==> config.mk <==
export PLATFORM = sky130hd
export DESIGN_NAME = frame_fragmenter_two_slot_core
export DESIGN_NICKNAME = d
export VERILOG_FILES = /design/src/hdl/ffts_pkg.sv /design/src/hdl/frame_fragmenter_two_slot_core.sv /design/src/hdl/ffts_ctrl.sv /design/src/hdl/ffts_dp.sv
export SDC_FILE = /design/constraint.sdc
export NUM_CORES = 2
export LEC_CHECK = 0
export BUFFER_PORTS_ARGS = -buffer_cell sky130_fd_sc_hd__buf_2
export CAP_MARGIN = 20
export CORE_MARGIN = 2
export CORE_UTILIZATION = 50
export CTS_CLUSTER_DIAMETER = 100
export CTS_CLUSTER_SIZE = 28
export DETAILED_ROUTE_END_ITERATION = 8
export PLACE_DENSITY = 0.71
export SYNTH_ARGS = -nofsm -noshare
export SYNTH_HDL_FRONTEND = slang
export SYNTH_HIERARCHICAL = 1
export SYNTH_SLANG_ARGS = --single-unit
==> constraint.sdc <==
create_clock -name clk -period 9.19 [get_ports clk]
set_input_delay 0.4595 -clock clk [delete_from_list [all_inputs] [get_ports clk]]
set_output_delay 0.4595 -clock clk [all_outputs]
set_load 0.005 [all_outputs]
==> src/hdl/ffts_pkg.sv <==
// Package: shared constants, codes and controller/datapath interface types for the fragmenter.
`timescale 1ns / 1ps

package ffts_pkg;

    localparam int SIZE_BITS   = 24;
    localparam int TAG_BITS    = 8;
    localparam int FNUM_BITS   = 8;
    localparam int PART_BITS   = 16;
    localparam int MAXP_BITS   = 16;
    localparam int KIND_BITS   = 3;
    localparam int PEND_BITS   = 2;
    localparam int OFFSET_BITS = SIZE_BITS + MAXP_BITS;

    localparam int BUF_BYTES   = 1500;
    localparam int HDR_BYTES   = 10;
    localparam logic [MAXP_BITS-1:0] MAX_PAYLOAD_RESET = MAXP_BITS'(BUF_BYTES - HDR_BYTES);
    localparam logic [FNUM_BITS-1:0] FRAME_INDEX_MAX   = FNUM_BITS'(8'hff);
    localparam logic [FNUM_BITS-1:0] FRAME_INDEX_FIRST = FNUM_BITS'(1);

    localparam int CFG_INDEX_BITS = 1;
    localparam int CFG_DATA_BITS  = MAXP_BITS;
    localparam logic [CFG_INDEX_BITS-1:0] CFG_TX_ENABLE   = 1'b0;
    localparam logic [CFG_INDEX_BITS-1:0] CFG_MAX_PAYLOAD = 1'b1;

    localparam int IN_TDATA_BITS  = 40;
    localparam int OUT_TDATA_BITS = 120;

    typedef enum logic [KIND_BITS-1:0] {
        KIND_SUBMIT    = 3'd0,
        KIND_SEND_DONE = 3'd1,
        KIND_PEER_MSG  = 3'd2,
        KIND_PEER_LOST = 3'd3,
        KIND_CLEAR     = 3'd4
    } kind_t;

    typedef enum logic [4:0] {
        ST_IDLE  = 5'b00001,
        ST_EVT   = 5'b00010,
        ST_MUL   = 5'b00100,
        ST_ISSUE = 5'b01000,
        ST_LOAD  = 5'b10000
    } ctrl_state_t;

    typedef struct packed {
        logic latch;
        logic evt;
        logic mul;
        logic issue;
        logic load;
    } dp_cmd_t;

    typedef struct packed {
        logic do_issue;
        logic out_free;
    } dp_status_t;

    function automatic logic [FNUM_BITS-1:0] next_frame_index(input logic [FNUM_BITS-1:0] fn);
        logic [FNUM_BITS-1:0] res;
        if (fn == FRAME_INDEX_MAX)
            res = FRAME_INDEX_FIRST;
        else
            res = fn + FNUM_BITS'(1);
        return res;
    endfunction

endpackage

==> src/hdl/frame_fragmenter_two_slot_core.sv <==
// Top level of the two-slot frame fragmenter: controller and datapath.
`timescale 1ns / 1ps

// Each input beat yields exactly one result beat. A beat that issues no part goes through
// accept, event update and result load; a beat that issues a part also goes through an
// offset multiply and a part issue, as the part offset goes through a registered multiply and
// the part is issued in the cycle after it. The sequence is set by the controller, which
// handles one beat at a time. The result register is separate from the input side: the next
// input beat is taken while a result still waits, and only the result load waits for m_tready.
module frame_fragmenter_two_slot_core
(
    input  logic                                   clk,
    input  logic                                   rst_n,
    input  logic                                   s_tvalid,
    output logic                                   s_tready,
    // frame_bytes [23:0], frame_handle [31:24], video_on [32], zeros above
    input  logic [ffts_pkg::IN_TDATA_BITS-1:0]     s_tdata,
    // kind [2:0]
    input  logic [ffts_pkg::KIND_BITS-1:0]         s_tuser,
    input  logic                                   cfg_we,
    input  logic [ffts_pkg::CFG_INDEX_BITS-1:0]    cfg_index,
    input  logic [ffts_pkg::CFG_DATA_BITS-1:0]     cfg_data,
    output logic                                   m_tvalid,
    input  logic                                   m_tready,
    // hdr_frame [7:0], hdr_part [23:8], hdr_part_max [39:24], total_size [63:40],
    // payload_offset [87:64], payload_length [103:88], buffer_tag [111:104],
    // pending_count [113:112], peer_up [114], zeros above
    output logic [ffts_pkg::OUT_TDATA_BITS-1:0]    m_tdata,
    // pkt_valid [0]
    output logic                                   m_tuser,
    // last_part
    output logic                                   m_tlast
);
    import ffts_pkg::*;

    dp_cmd_t    cmd;
    dp_status_t status;

    ffts_ctrl u_ctrl
    (
        .clk      (clk),
        .rst_n    (rst_n),
        .s_tvalid (s_tvalid),
        .s_tready (s_tready),
        .status   (status),
        .cmd      (cmd)
    );

    ffts_dp u_dp
    (
        .clk       (clk),
        .rst_n     (rst_n),
        .cmd       (cmd),
        .status    (status),
        .s_tdata   (s_tdata),
        .s_tuser   (s_tuser),
        .cfg_we    (cfg_we),
        .cfg_index (cfg_index),
        .cfg_data  (cfg_data),
        .m_tvalid  (m_tvalid),
        .m_tready  (m_tready),
        .m_tdata   (m_tdata),
        .m_tuser   (m_tuser),
        .m_tlast   (m_tlast)
    );

endmodule

==> src/hdl/ffts_ctrl.sv <==
// Controller: sequences accept, event update, offset multiply, part issue and result load.
`timescale 1ns / 1ps

module ffts_ctrl
(
    input  logic                clk,
    input  logic                rst_n,
    input  logic                s_tvalid,
    output logic                s_tready,
    input  ffts_pkg::dp_status_t status,
    output ffts_pkg::dp_cmd_t    cmd
);
    import ffts_pkg::*;

    ctrl_state_t state_reg;
    ctrl_state_t state_next;

    always_ff @(posedge clk or negedge rst_n)
    begin
        if (!rst_n)
        begin
            state_reg <= ST_IDLE;
        end
        else
        begin
            state_reg <= state_next;
        end
    end

    always_comb
    begin
        state_next = state_reg;
        cmd        = '0;
        s_tready   = 1'b0;
        case (state_reg)
            ST_IDLE:
            begin
                s_tready  = 1'b1;
                cmd.latch = s_tvalid;
                if (s_tvalid)
                    state_next = ST_EVT;
            end
            ST_EVT:
            begin
                cmd.evt = 1'b1;
                if (status.do_issue)
                    state_next = ST_MUL;
                else
                    state_next = ST_LOAD;
            end
            ST_MUL:
            begin
                cmd.mul    = 1'b1;
                state_next = ST_ISSUE;
            end
            ST_ISSUE:
            begin
                cmd.issue  = 1'b1;
                state_next = ST_LOAD;
            end
            ST_LOAD:
            begin
                if (status.out_free)
                begin
                    cmd.load   = 1'b1;
                    state_next = ST_IDLE;
                end
            end
            default:
            begin
                state_next = ST_IDLE;
            end
        endcase
    end

endmodule

==> src/hdl/ffts_dp.sv <==
// Datapath: frame slots, peer and send state, part arithmetic, settings and the result register.
`timescale 1ns / 1ps

module ffts_dp
(
    input  logic                                   clk,
    input  logic                                   rst_n,
    input  ffts_pkg::dp_cmd_t                      cmd,
    output ffts_pkg::dp_status_t                   status,
    input  logic [ffts_pkg::IN_TDATA_BITS-1:0]     s_tdata,
    input  logic [ffts_pkg::KIND_BITS-1:0]         s_tuser,
    input  logic                                   cfg_we,
    input  logic [ffts_pkg::CFG_INDEX_BITS-1:0]    cfg_index,
    input  logic [ffts_pkg::CFG_DATA_BITS-1:0]     cfg_data,
    output logic                                   m_tvalid,
    input  logic                                   m_tready,
    output logic [ffts_pkg::OUT_TDATA_BITS-1:0]    m_tdata,
    output logic                                   m_tuser,
    output logic                                   m_tlast
);
    import ffts_pkg::*;

    // Latched input beat.
    logic [KIND_BITS-1:0] kind_reg;
    logic [SIZE_BITS-1:0] in_size_reg;
    logic [TAG_BITS-1:0]  in_tag_reg;
    logic                 in_video_reg;

    // Settings.
    logic                 tx_en_reg;
    logic [MAXP_BITS-1:0] max_pay_reg;

    // Block state.
    logic [1:0]           slot_valid_reg, slot_valid_next;
    logic [SIZE_BITS-1:0] slot_size_reg [2];
    logic [SIZE_BITS-1:0] slot_size_next [2];
    logic [TAG_BITS-1:0]  slot_tag_reg [2];
    logic [TAG_BITS-1:0]  slot_tag_next [2];
    logic                 busy_reg, busy_next;
    logic                 peer_reg, peer_next;
    logic [SIZE_BITS-1:0] pc_reg, pc_next;
    logic [FNUM_BITS-1:0] fn_reg, fn_next;

    logic [OFFSET_BITS-1:0] offset_reg;

    // Part descriptor of the current item.
    logic                 pkt_valid_reg, pkt_valid_next;
    logic [FNUM_BITS-1:0] pkt_fn_reg, pkt_fn_next;
    logic [PART_BITS-1:0] pkt_part_reg, pkt_part_next;
    logic [MAXP_BITS-1:0] pkt_maxp_reg, pkt_maxp_next;
    logic [SIZE_BITS-1:0] pkt_total_reg, pkt_total_next;
    logic [SIZE_BITS-1:0] pkt_off_reg, pkt_off_next;
    logic [MAXP_BITS-1:0] pkt_len_reg, pkt_len_next;
    logic [TAG_BITS-1:0]  pkt_tag_reg, pkt_tag_next;
    logic                 pkt_last_reg, pkt_last_next;

    // Result register.
    logic                      out_valid_reg;
    logic [OUT_TDATA_BITS-1:0] out_data_reg;
    logic                      out_user_reg;
    logic                      out_last_reg;

    // Event evaluation.
    logic [1:0]           e_v;
    logic [SIZE_BITS-1:0] e_s [2];
    logic [TAG_BITS-1:0]  e_t [2];
    logic                 e_busy;
    logic                 e_peer;
    logic [SIZE_BITS-1:0] e_pc;
    logic [FNUM_BITS-1:0] e_fn;
    logic                 e_clr;
    logic                 e_try;
    logic                 e_issue;
    logic                 e_slot;

    // Part arithmetic.
    logic [MAXP_BITS-1:0]   mp;
    logic [OFFSET_BITS-1:0] prod;
    logic [SIZE_BITS-1:0]   remaining;
    logic [MAXP_BITS-1:0]   part_len;
    logic                   part_last;
    logic [SIZE_BITS-1:0]   part_off;
    logic [PEND_BITS-1:0]   pending;

    assign mp   = (max_pay_reg == '0) ? MAXP_BITS'(1) : max_pay_reg;
    assign prod = OFFSET_BITS'(pc_reg) * OFFSET_BITS'(mp);

    always_comb
    begin
        e_v     = slot_valid_reg;
        e_s     = slot_size_reg;
        e_t     = slot_tag_reg;
        e_busy  = busy_reg;
        e_peer  = peer_reg;
        e_pc    = pc_reg;
        e_fn    = fn_reg;
        e_clr   = 1'b0;
        e_try   = 1'b0;
        e_slot  = 1'b0;
        case (kind_reg)
            KIND_SUBMIT:
            begin
                e_try  = 1'b1;
                e_slot = slot_valid_reg[0] && busy_reg;
                if (in_size_reg == '0)
                begin
                    e_v[e_slot] = 1'b0;
                    e_s[e_slot] = '0;
                    e_t[e_slot] = '0;
                end
                else
                begin
                    e_v[e_slot] = 1'b1;
                    e_s[e_slot] = in_size_reg;
                    e_t[e_slot] = in_tag_reg;
                end
            end
            KIND_SEND_DONE:
            begin
                e_try  = 1'b1;
                e_busy = 1'b0;
            end
            KIND_PEER_MSG:
            begin
                e_try  = 1'b1;
                e_peer = in_video_reg;
                e_clr  = !in_video_reg;
            end
            KIND_PEER_LOST:
            begin
                e_peer = 1'b0;
                e_clr  = 1'b1;
            end
            KIND_CLEAR:
            begin
                e_clr = 1'b1;
            end
            default:
            begin
                e_clr = 1'b0;
            end
        endcase
        // An attempt to send while the peer is gone drops the queued frames.
        if (e_try && !e_busy && !e_peer)
            e_clr = 1'b1;
        if (e_clr)
        begin
            e_v[1] = 1'b0;
            e_s[1] = '0;
            e_t[1] = '0;
            if (e_v[0] && !e_busy)
            begin
                e_v[0] = 1'b0;
                e_s[0] = '0;
                e_t[0] = '0;
                e_fn   = next_frame_index(e_fn);
            end
            if (!e_busy && !tx_en_reg)
                e_pc = '0;
        end
        if (e_try && !e_busy && !e_v[0] && !tx_en_reg)
            e_pc = '0;
        e_issue = e_try && !e_busy && e_peer && tx_en_reg && e_v[0];
    end

    always_comb
    begin
        if ({{MAXP_BITS{1'b0}}, slot_size_reg[0]} > offset_reg)
            remaining = slot_size_reg[0] - offset_reg[SIZE_BITS-1:0];
        else
            remaining = '0;
        if (remaining < SIZE_BITS'(mp))
            part_len = remaining[MAXP_BITS-1:0];
        else
            part_len = mp;
        part_last = remaining <= SIZE_BITS'(mp);
        if (offset_reg[OFFSET_BITS-1:SIZE_BITS] != '0)
            part_off = '1;
        else
            part_off = offset_reg[SIZE_BITS-1:0];
    end

    always_comb
    begin
        if (!slot_valid_reg[0])
            pending = PEND_BITS'(0);
        else if (!slot_valid_reg[1])
            pending = busy_reg ? PEND_BITS'(0) : PEND_BITS'(1);
        else
            pending = busy_reg ? PEND_BITS'(1) : PEND_BITS'(2);
    end

    always_comb
    begin
        slot_valid_next = slot_valid_reg;
        slot_size_next  = slot_size_reg;
        slot_tag_next   = slot_tag_reg;
        busy_next       = busy_reg;
        peer_next       = peer_reg;
        pc_next         = pc_reg;
        fn_next         = fn_reg;
        pkt_valid_next  = pkt_valid_reg;
        pkt_fn_next     = pkt_fn_reg;
        pkt_part_next   = pkt_part_reg;
        pkt_maxp_next   = pkt_maxp_reg;
        pkt_total_next  = pkt_total_reg;
        pkt_off_next    = pkt_off_reg;
        pkt_len_next    = pkt_len_reg;
        pkt_tag_next    = pkt_tag_reg;
        pkt_last_next   = pkt_last_reg;
        if (cmd.evt)
        begin
            slot_valid_next = e_v;
            slot_size_next  = e_s;
            slot_tag_next   = e_t;
            busy_next       = e_busy;
            peer_next       = e_peer;
            pc_next         = e_pc;
            fn_next         = e_fn;
            pkt_valid_next  = 1'b0;
            pkt_fn_next     = '0;
            pkt_part_next   = '0;
            pkt_maxp_next   = '0;
            pkt_total_next  = '0;
            pkt_off_next    = '0;
            pkt_len_next    = '0;
            pkt_tag_next    = '0;
            pkt_last_next   = 1'b0;
        end
        if (cmd.issue)
        begin
            pkt_valid_next = 1'b1;
            pkt_fn_next    = fn_reg;
            pkt_part_next  = pc_reg[PART_BITS-1:0];
            pkt_maxp_next  = mp;
            pkt_total_next = slot_size_reg[0];
            pkt_off_next   = part_off;
            pkt_len_next   = part_len;
            pkt_tag_next   = slot_tag_reg[0];
            pkt_last_next  = part_last;
            busy_next      = 1'b1;
            if (!part_last)
            begin
                pc_next = pc_reg + SIZE_BITS'(1);
            end
            else
            begin
                pc_next            = '0;
                fn_next            = next_frame_index(fn_reg);
                slot_valid_next[0] = slot_valid_reg[1];
                slot_size_next[0]  = slot_size_reg[1];
                slot_tag_next[0]   = slot_tag_reg[1];
                slot_valid_next[1] = 1'b0;
                slot_size_next[1]  = '0;
                slot_tag_next[1]   = '0;
            end
        end
    end

    always_ff @(posedge clk or negedge rst_n)
    begin
        if (!rst_n)
        begin
            slot_valid_reg <= '0;
            slot_size_reg  <= '{default: '0};
            slot_tag_reg   <= '{default: '0};
            busy_reg       <= 1'b0;
            peer_reg       <= 1'b0;
            pc_reg         <= '0;
            fn_reg         <= FRAME_INDEX_FIRST;
            tx_en_reg      <= 1'b1;
            max_pay_reg    <= MAX_PAYLOAD_RESET;
            pkt_valid_reg  <= 1'b0;
            out_valid_reg  <= 1'b0;
        end
        else
        begin
            slot_valid_reg <= slot_valid_next;
            slot_size_reg  <= slot_size_next;
            slot_tag_reg   <= slot_tag_next;
            busy_reg       <= busy_next;
            peer_reg       <= peer_next;
            pc_reg         <= pc_next;
            fn_reg         <= fn_next;
            pkt_valid_reg  <= pkt_valid_next;
            if (cfg_we)
            begin
                if (cfg_index == CFG_TX_ENABLE)
                    tx_en_reg <= cfg_data[0];
                else
                    max_pay_reg <= cfg_data;
            end
            if (cmd.load)
                out_valid_reg <= 1'b1;
            else if (m_tready)
                out_valid_reg <= 1'b0;
        end
    end

    always_ff @(posedge clk)
    begin
        if (cmd.latch)
        begin
            kind_reg     <= s_tuser;
            in_size_reg  <= s_tdata[SIZE_BITS-1:0];
            in_tag_reg   <= s_tdata[SIZE_BITS+TAG_BITS-1:SIZE_BITS];
            in_video_reg <= s_tdata[SIZE_BITS+TAG_BITS];
        end
        if (cmd.mul)
            offset_reg <= prod;
        pkt_fn_reg    <= pkt_fn_next;
        pkt_part_reg  <= pkt_part_next;
        pkt_maxp_reg  <= pkt_maxp_next;
        pkt_total_reg <= pkt_total_next;
        pkt_off_reg   <= pkt_off_next;
        pkt_len_reg   <= pkt_len_next;
        pkt_tag_reg   <= pkt_tag_next;
        pkt_last_reg  <= pkt_last_next;
        if (cmd.load)
        begin
            out_data_reg <= {5'b0, peer_reg, pending, pkt_tag_reg, pkt_len_reg, pkt_off_reg,
                             pkt_total_reg, pkt_maxp_reg, pkt_part_reg, pkt_fn_reg};
            out_user_reg <= pkt_valid_reg;
            out_last_reg <= pkt_last_reg;
        end
    end

    assign status.do_issue = e_issue;
    assign status.out_free = !out_valid_reg || m_tready;

    assign m_tvalid = out_valid_reg;
    assign m_tdata  = out_data_reg;
    assign m_tuser  = out_user_reg;
    assign m_tlast  = out_last_reg;

endmodule
# Word-level counts from Yosys, hierarchy flattened
# Cells that the tools add are included.
# word_totals
mem_count	0
reg_bits	430
wordCells	177
latch_bits	0
rom_bits	0
mem_bits_rw	0
output_inout_bits	124
in_bits	65
# op_classes
eq_ne	12
n_lt_le_gt_ge	7
muxes	81
n_shift	0
div	0
bitwise_logic	9
reduce_logical	33
multipliers	1
addsub	3
# ops
cell	count
24-bit two-way mux	13
48-bit two-way mux	6
16-bit two-way mux	12
8-bit two-way mux	11
48-bit AND	1
48-bit bitwise mux	1
48-bit NOT	1
24-bit by 40-bit greater-than comparator with 1-bit output	1
24-bit by 16-bit multiplier with 40-bit output	1
5-bit one-hot mux with 5 select lines	1
24-bit by 1-bit adder with 24-bit output (second input constant)	1
24-bit demux with 1-bit select	1
24-bit by 16-bit <= comparator with 1-bit output	1
24-bit zero test	1
24-bit by 16-bit < comparator with 1-bit output	1
24-bit subtractor	1
1-bit two-way mux	20
16-bit AND	1
16-bit bitwise mux	1
16-bit zero test	1
2-bit two-way mux	8
16-bit NOT	1
16-bit nonzero test	1
5-bit two-way mux	3
33 further kinds	56

# Longest topological paths before layout
# logic_depth
ltp_word	18
mapped_depth	26
depth_no_buf	24

# Modules after synthesis
# Netlist, hierarchy kept.
# modules_own_cells
mod	cells_each	instances	area_per_inst_um2	seq_area_each_um2
ffts_dp	2750	1	29749.8	12176.7
ffts_ctrl	31	1	304.0	126.4

# Worst setup path before layout
# OpenSTA, ideal clock, no wires.
# synth_timing
kind	flip-flop to flip-flop
start	register u_dp.max_pay_reg[1]
end	register u_dp.offset_reg[33], data pin
path_buffers	2
required_time_ns	8.927
synth_period_minus_slack_ns	6.926
arrival_time_ns	6.663
setup_ns	0.263
path_stages_with_launch	26
path_slack_ns	2.264
path_cell_list	dfstp_2 > clkbuf_1 > clkbuf_1 > nand2_1 > fa_1 > inv_1 > fa_1 > inv_1 > fa_1 > inv_1 > fa_1 > fa_1 > inv_1 > fa_1 > inv_1 > ha_1 > a21o_1 > a21o_1 > a21o_1 > nand2_1 > o211ai_1 > or4b_2 > a31oi_1 > nor2_1 > a311oi_1 > xnor2_1
# synth_via
elab_chain_cells	3
# synth_rtl
item	line	source
start: declaration	ffts_dp.sv:31	logic [MAXP_BITS-1:0] max_pay_reg;
start signal: assignment	ffts_dp.sv:291	max_pay_reg <= cfg_data;
16-bit zero test	ffts_dp.sv:85	assign mp = (max_pay_reg == '0) ? MAXP_BITS'(1) : max_pay_reg;
16-bit two-way mux (*)	ffts_dp.sv:85	
24-bit by 16-bit multiplier with 40-bit output (*)	ffts_dp.sv:86	assign prod = OFFSET_BITS'(pc_reg) * OFFSET_BITS'(mp);
net u_dp.prod[33]	ffts_dp.sv:78	logic [OFFSET_BITS-1:0] prod;
end signal: assignment	ffts_dp.sv:310	offset_reg <= prod;
end: declaration	ffts_dp.sv:44	logic [OFFSET_BITS-1:0] offset_reg;
# Mark *: on every way through the listed nets, which the timed path passes. The rest lies on a longest branch.
# A chain may end at the register's enable or synchronous reset.

# Worst setup path after layout
# layout_timing
start	register u_dp.max_pay_reg[7]
end	register u_dp.offset_reg[33], data pin
# The elaborated chain is that of the path after synthesis.

==> out/metrics.cfg <==
[placed_design]
gp_congestion = 0.9074
io_buffers = 176
dpl.hpwl_um = 53340
place_inst = 3611

[floorplanning]
die_h_um = 249.2
std_cell_rows = 89
start_util_pct = 50.73
io_pins = 189
dieArea_um2 = 62090
core_area_um2 = 59240
fp.dieW_um = 249.2

[synth]
synth_area_per_cell_um2 = 10.81
synth.yosys.seq_area_share_pct = 40.94
synth_edf_count = 306
ys_warn_count = 6
synth_seq_cells = 430
synth-main-ff-cell = edfxtp_1
async_flop_share_pct = 28.84
synthCells = 2781
synth_top_area_share_pct = 30.57
synth_area_leaders = edfxtp_1 31%, fa_1 20%, dfrtp_1 9.6%
netlist_area_um2 = 30050
yosysUniqueCellTypes = 78
synth_top_cell_by_area = edfxtp_1

[critical_path]
critPathKind = flip-flop to flip-flop
worstPathArrival_ns = 8.00
cp_num_buf_inv = 3
worstReg2RegEnd = u_dp/offset_reg[33]$_DFFE_PP_
r2r_slack_ns = 1.52
crit_family = adder cells
timing.rr.start = u_dp/max_pay_reg[7]$_DFFE_PN1P_
critPathMaxStageDelay_ns = 1.05
cp_data_required_time_ns = 9.52
path_common_cell = fa_1
cpMaxStageDelayCell = dfstp_2
r2r_cells = 21
critPathCaptureType = flip-flop
crit_chain = nand2_1, fa_1, inv_1, fa_1, fa_1, fa_1, fa_1, inv_1, fa_1, inv_1, ha_1, and3_1, nand3_1, o21ai_0, o21ai_0, o211ai_1, or4b_2, a31oi_1, nor2_1, a311oi_1, xnor2_1
start_kind = flip-flop
worstPathMaxFanout = 27

[global_routing]
antenna_found_initial = 3
top_usage_layer = met2
grt-ovfl-total = 0
use_met1_pct = 31.36
first_global_vias = 21290
grt_max_degree = 79
grt_first_pass_wirelength_um = 116800
track_usage_pct = 23.84
grt.met2_usage_pct = 40.64
grt_use_met3_pct = 2.957

[sta]
finalCritPeriodShare_pct = 83.48
finalHoldViolations = 0
rsz0062_at_grt = false
hold_slack_ns = 0.05422
setup_tns_ns = 0
final_max_slew_viol_count = 0
worstMarginPinSlew_ns = 1.083
finClkSkew_ns = 0.03480
period_needed_ns = 7.672
max_freq_ghz = 0.1303
setup_viol = 0
relSlewSlack_pct = 27.63

[drt]
drt_iter0_drc = 1568
drtPass1Iterations = 5
drc = 0
wl_per_cell_um = 20.08
ant_nets = 0
num_vias = 20570
wl_um = 73300
drt-vias-per-instance = 5.633

[cells_and_area]
drive_gt1_share_pct = 9.659
syn_to_final_growth_pct = 7.127
instances_no_fill = 3651
antennaDiodeCount = 0
fin_util_pct = 54.35
largest_reg_flops = 115
nNetsFinal = 3389

[cts]
cts_sinks = 430
cts_buffers = 21
clk_pin_slew_ns = 0.11
post_cts_buffers = 0
ctsResizeCount = 0
clock_latency_ns = 0.58
htree_levels = 1
root_buffer = clkbuf_16
clk_path_buf_depth = 3
tritoncts = yes

[worst_hold_path]
hold_path.class = input pin to flip-flop
holdPathStages = 1
hold_path_startpoint = s_tuser[2]
min_to = u_dp/kind_reg[2]$_DFFE_PP_

[pwr]
p_total_w = 0.004934
irDropWorstVdd_uv = 137.0
p_per_area_nw_per_um2 = 153.2
p_leak_nw = 14.50

[flow_run]
drv_cap = 0

[outcome]
run_status = finished clean

[area by class of cell]
cell class | instances | area, µm²
clock buffer | 31 | 563.0
clock inverter | 7 | 102.6
fill | 5086 | 27050
inverter | 402 | 1509
multi-input combinational | 1803 | 15630
sequential | 430 | 12300
tap | 773 | 967.2
timing repair buffer | 205 | 1124
[Yosys cell counts, types with 6 or more instances]
| cell type | n |
|---|---|
| inv_1 | 401 |
| nand2_1 | 318 |
| fa_1 | 307 |
| edfxtp_1 | 306 |
| and2_1 | 207 |
| nor2_1 | 200 |
| ha_1 | 154 |
| clkbuf_1 | 123 |
| dfrtp_1 | 115 |
| o21ai_0 | 88 |
| a21oi_1 | 80 |
| mux2i_1 | 42 |
| xnor2_1 | 42 |
| and3_1 | 31 |
| a21o_1 | 26 |
| a31oi_1 | 26 |
| a22oi_1 | 25 |
| nand3_1 | 25 |
| nand2b_1 | 20 |
| nand4_1 | 20 |
| mux2_2 | 19 |
| nor4_1 | 16 |
| nor2b_1 | 14 |
| nor3_1 | 14 |
| xor2_1 | 12 |
| a211oi_1 | 11 |
| buf_4 | 10 |
| o21a_1 | 10 |
| a32oi_1 | 9 |
| dfstp_2 | 9 |
| o21bai_1 | 8 |
| o31ai_1 | 7 |
| buf_2 | 6 |
| o211ai_1 | 6 |
[per-stage QoR]
step / instance area [µm²] / setup slack, ns
CTS: 32170 / 1.625
global placement: 31490 / 1.689
finish: 32200 / 1.518
detailed placement: 31490 / 1.655
global route: 32200 / 1.297
floorplan: 30070 / 2.264
[cell families after synthesis]
group                    count (synthesis)  synth area share (%)
multiplexers                            61                 2.111
flip-flops                             430                 40.94
buffers and inverters                  552                 7.177
AND/OR/NAND/NOR                        890                 14.25
other                                    1               0.01248
AO/OA/AOI/OAI                          332                 7.082
XOR/XNOR                                54                 1.574
adder cells (fa/ha/maj)                461                 26.86
[where the power goes]
part / internal, W / total (W) / switching [W] / leakage, nW
clock: 0.000453 / 0.00110 / 0.000642 / 0.318
sequential: 0.00236 / 0.00258 / 0.000213 / 4.45
combinational: 0.000456 / 0.00126 / 0.000807 / 9.73
[cell usage in the layout (no fill, tap or decap), drive strengths merged, types with 20 or more instances in the layout]
cell    count
nand2b     20
edfxtp    306
nor2      201
a22oi      25
a31oi      26
a21oi      80
o21ai      92
buf       204
and3       31
clkbuf     31
a21o       26
xnor2      42
dfrtp     115
nand4      20
nand3      25
and2      207
nand2     318
inv       405
fa        307
mux2i      42
ha        154
[routing by layer]
| layer | share of wire [%] | up-vias | routed length (µm) |
|---|---|---|---|
| li1 | - | 9180 | - |
| met3 | 7.2 | 166 | 5251 |
| met1 | 39 | 10390 | 28940 |
| met4 | 3.8 | 4 | 2755 |
| met2 | 50 | 826 | 36330 |
| met5 | 0.035 | - | 26 |
[timing repair]
action,in CTS,in global routing
endpoints found under the setup margin,0,0
hold buffers,1,0
hold endpoints to repair,38,0
[worst max-delay path by stage]
stage | to | from | slack [ns] | cells after the start
final | u_dp/offset_reg[33]$_DFFE_PP_ | u_dp/max_pay_reg[7]$_DFFE_PN1P_ | 1.52 | 21
after floorplan | u_dp/offset_reg[33]$_DFFE_PP_ | u_dp/max_pay_reg[1]$_DFFE_PN1P_ | 2.26 | 25
after detailed placement | u_dp/offset_reg[33]$_DFFE_PP_ | u_dp/max_pay_reg[7]$_DFFE_PN1P_ | 1.65 | 21
after CTS | u_dp/offset_reg[33]$_DFFE_PP_ | u_dp/max_pay_reg[7]$_DFFE_PN1P_ | 1.62 | 21
after global placement | u_dp/offset_reg[33]$_DFFE_PP_ | u_dp/max_pay_reg[7]$_DFFE_PN1P_ | 1.69 | 21
after global routing | u_dp/offset_reg[33]$_DFFE_PP_ | u_dp/max_pay_reg[7]$_DFFE_PN1P_ | 1.30 | 21
Power figures use the tool's default switching activity.
